File: src/rtl/core/ugb_ram.sv
module ugb_ram #(
  parameter int unsigned WIDTH = 8,
  parameter int unsigned DEPTH = 16,
  localparam int unsigned AW = (DEPTH > 1) ? $clog2(DEPTH) : 1
) (
  input  logic             clk,
  input  logic             wr_en,
  input  logic [AW-1:0]    wr_addr,
  input  logic [WIDTH-1:0] wr_data,
  input  logic [AW-1:0]    rd_addr,
  output logic [WIDTH-1:0] rd_data
);

  logic [WIDTH-1:0] mem [DEPTH];

  always_ff @(posedge clk) begin
    if (wr_en) begin
      mem[wr_addr] <= wr_data;
    end
    rd_data <= mem[rd_addr];
  end

endmodule

File: config.mk
export PLATFORM = sky130hd
export DESIGN_NAME = ugb_ram
export DESIGN_NICKNAME = d
export VERILOG_FILES = /design/src/rtl/core/ugb_ram.sv
export SDC_FILE = /design/constraint.sdc
export NUM_CORES = 1
export LEC_CHECK = 0
export BUFFER_PORTS_ARGS = -buffer_cell sky130_fd_sc_hd__buf_4
export CORE_MARGIN = 2
export CORE_UTILIZATION = 45
export DETAILED_ROUTE_END_ITERATION = 12
export MAX_ROUTING_LAYER = met4
export SETUP_SLACK_MARGIN = 0.15
export SKIP_LAST_GASP = 1
export SLEW_MARGIN = 40
export SYNTH_ARGS = -nofsm -noshare
export SYNTH_HDL_FRONTEND = slang
export SYNTH_SLANG_ARGS = --single-unit
File: constraint.sdc
create_clock -name clk -period 2.11 [get_ports clk]
set_clock_uncertainty 0.05 [all_clocks]
set_input_delay 0.3165 -clock clk [delete_from_list [all_inputs] [get_ports clk]]
set_output_delay 0.3165 -clock clk [all_outputs]
set_load 0.02 [all_outputs]
* Word level (Yosys, flattened, before mapping)
Memories as Yosys holds them, arrays and structs flattened. A register that Yosys moved wholly into a read port is not among the register bits. Cells that the tools add are included.
Storage, ports and cells: RAM bits 128, output and inout bits 8, bits in registers 0, memories 1, input bits 18, logic and storage cells 3
Memory list:
- mem | depth 16, width 8, read ports 1, clocked after memory_dff 1, wr ports 1, line 14 | logic [WIDTH-1:0] mem [DEPTH];
Operators by class: muxes and demuxes 2
Operators by type and width (count):
- two-way mux 1 bit | 2

* Longest topological paths before layout
word-level depth 2, gate-level depth with buffers 5

* Worst setup path before layout
No wires, ideal clock.
path type input to register, start point in wr_addr[2], end point mem mem[0][0] (enable), path slack 0.251 ns, library setup time 0.383 ns, arrival time 1.426 ns, stages 2, path through or3b_2 > nor3_1
RTL lines:
- from (decl) | line 8 | input logic [AW-1:0] wr_addr,
- to (decl) | line 14
Straight into the memory's write port.

==> out/metrics.yaml <==
postCtsSetupBuffers: 0
cts_buffers: 17
core-area_sq_um: 11300
timing.setup.tns_ps: 0
hold_violations: 0
crit_path_end_kind: "flop"
switching_share_pct: 19.7
num_vias: 2435
die_h_microns: 111
place_congestion: 0.721
port_buffers: 25
required_ps: 2350
p_int_mw: 4.87
wire_per_inst_microns: 22.2
drt_first_pass_iters: 5
n_antenna_cell: 0
drt-total-wl_microns: 9770
initial_core_util_pct: 45.7
use_met2_pct: 27.4
setup_viol_count_final: 0
switching_power_mw: 1.20
cts_tree: "built"
syn_to_final_growth_pct: 19.7
final_max_slew_viol_count: 0
ys_warn_count: 0
cts_resized: 0
drive_gt1_share_pct: 30.2
path_max_fanout: 12
power.leakage_nw: 2.10
fill_cells: 866
ir_worst_vdd_v: 0.000445
grt_overflow: 0
ys_seq_area_share_pct: 77.8
insertion_delay_ps: 400
first_global_vias: 2551
hold_class: "input pin to flop"
drc: 0
critPathBufInv: 2
postRouteAntennaNets: 0
hp-start: "wr_data[4]"
track_usage_pct: 17.6
grt_pass1_wl_microns: 15000
hpwlAfterDp_microns: 6200
vias_per_cell: 5.52
die-width_microns: 111
synth_edf_count: 128
cts_sinks: 136
synth_area_per_cell_sq_um: 22.5
cp-start-kind: "input pin"
p_per_area_nw_per_um2: 985
power_frac_seq_pct: 50.1
crit_family: "multiplexers"
crit_slowest_cell: "mux4_1"
ys_ff_latch: 136
finalCriticalPeriod_ps: 1420
pin_count: 26
dieArea_sq_um: 12300
relSlewSlack_pct: 66.2
drt_iter0_drc: 138
synth_cells: 229
worstPathArrival_ps: 1660
path_clk_slew_ps: 60
max_freq_mhz: 704
max_stage_delay_ps: 550
grt.busiest_layer: "met2"
cts_max_level: 4
synth_flop_cell: "edfxtp_1"
num_rows: 39
syn-num-nets: 247
syn_area_sq_um: 5150
clockBufferDepth: 2
path_cells: "buf_4 > buf_12 > mux4_1 > a22oi_1 > nand2_1"
drv_cap: 0
synth_cell_types: 19
rsz0062_at_grt: "no"
antenna_found_initial: 0
grt_max_degree: 33
crit_type: "input pin to flop"
ys_async_sr_fraction_pct: 0
status: "finished, final reports clean"
clock_power_share_pct: 44.7
tightest_slew_ps: 505
period_share_pct: 67.3
hold_slack_ps: 176
grtUsageMet3_pct: 4.48
r2r-start: "mem[11][6]"
grtUsageMet1_pct: 22.3
startpoint: "rd_addr[0]"
pwr-share-comb_pct: 5.3
clockRootBuffer: "clkbuf_16"
holdBufCountCts: 0
layout.nets: 303
-- synthesized netlist by cell type (all sizes together), types with 2 or more instances --
library cell,n,area share (%)
clkdlybuf4s25,3,0.58
edfxtp,128,75
mux4,32,15
nand3b,2,0.29
a22oi,16,2.3
nand2,9,0.66
nor2,13,0.95
buf,7,1.1
dfxtp,8,3.1
nor3,4,0.39
nand2b,2,0.24
-- worst reg2reg max path, stage by stage (launching register included) --
cell      delay, ps
edfxtp_1        350
mux4_2          470
a22oi_1         320
nand2_1          80
-- kinds of logic after synthesis --
kind of cell	count (synthesis)	synth area share, %
muxes	32	15.0
AOI/OAI and AO/OA	16	2.33
buffers and inverters	10	1.68
DFF	136	77.8
and+or+nand+nor	35	3.18
-- placed cells by master, fill, tap and decap left out, drive strengths merged --
| cell type | instances |
|---|---|
| a22oi | 16 |
| and2 | 1 |
| and2b | 1 |
| buf | 47 |
| bufinv | 2 |
| clkbuf | 20 |
| clkinv | 8 |
| clkinvlp | 2 |
| dfxtp | 8 |
| edfxtp | 128 |
| mux4 | 32 |
| nand2 | 9 |
| nand2b | 2 |
| nand3 | 1 |
| nand3b | 2 |
| nor2 | 13 |
| nor2b | 1 |
| nor3 | 4 |
| or3b | 1 |
-- flip-flops by register name, indices dropped and copies added (netlist names) --
| register | flops |
|---|---|
| mem | 128 |
| rd_data | 8 |
-- metal layers --
| layer | vias to the layer above | routed length [microns] |
|---|---|---|
| met3 | 14 | 393 |
| met1 | 1276 | 4340 |
| li1 | 1088 | - |
| met2 | 57 | 4900 |
| met5 | - | 0 |
| met4 | 0 | 136 |
-- final timing paths --
kind | end | slack, ps | depth (start not counted)
max | rd_data[2] | 690 | 5
min | mem[7][4] | 180 | 1
max reg2reg | rd_data[6] | 710 | 3
min reg2reg | rd_data[3] | 610 | 3
-- power groups by stage --
stage          sequential [mW]  clock [mW]  combinational [mW]
2_1_floorplan             3.11           0               0.153
3_3_place_gp              3.09           0               0.318
3_5_place_dp              3.10           0               0.321
4_1_cts                   3.04        2.76               0.323
5_1_grt                   3.05        2.88               0.343
6_report                  3.04        2.71               0.319
-- area by class of cell --
| cell class | instances | area, sq um | area share [%] |
|---|---|---|---|
| Clock buffer | 20 | 437 | 7.08 |
| Multi-Input combinational cell | 83 | 1060 | 17.2 |
| Clock inverter | 12 | 109 | 1.77 |
| Sequential cell | 136 | 4000 | 65.0 |
| Timing Repair Buffer | 47 | 378 | 6.13 |
| Tap cell | 143 | 179 | 2.90 |
-- metrics by stage --
stage	cell area (sq um)	std cells	util [%]	power, mW	setup WS [ps]
after global routing	6160	441	54.7	6.27	611
after detailed placement	5620	409	49.8	3.42	265
after floorplan	5150	229	-	3.26	251
after global placement	5620	409	49.8	3.41	269
final	6160	441	54.7	6.07	690
after CTS	6160	441	54.7	6.13	702
No activity file was read; power rests on OpenSTA's default activity.
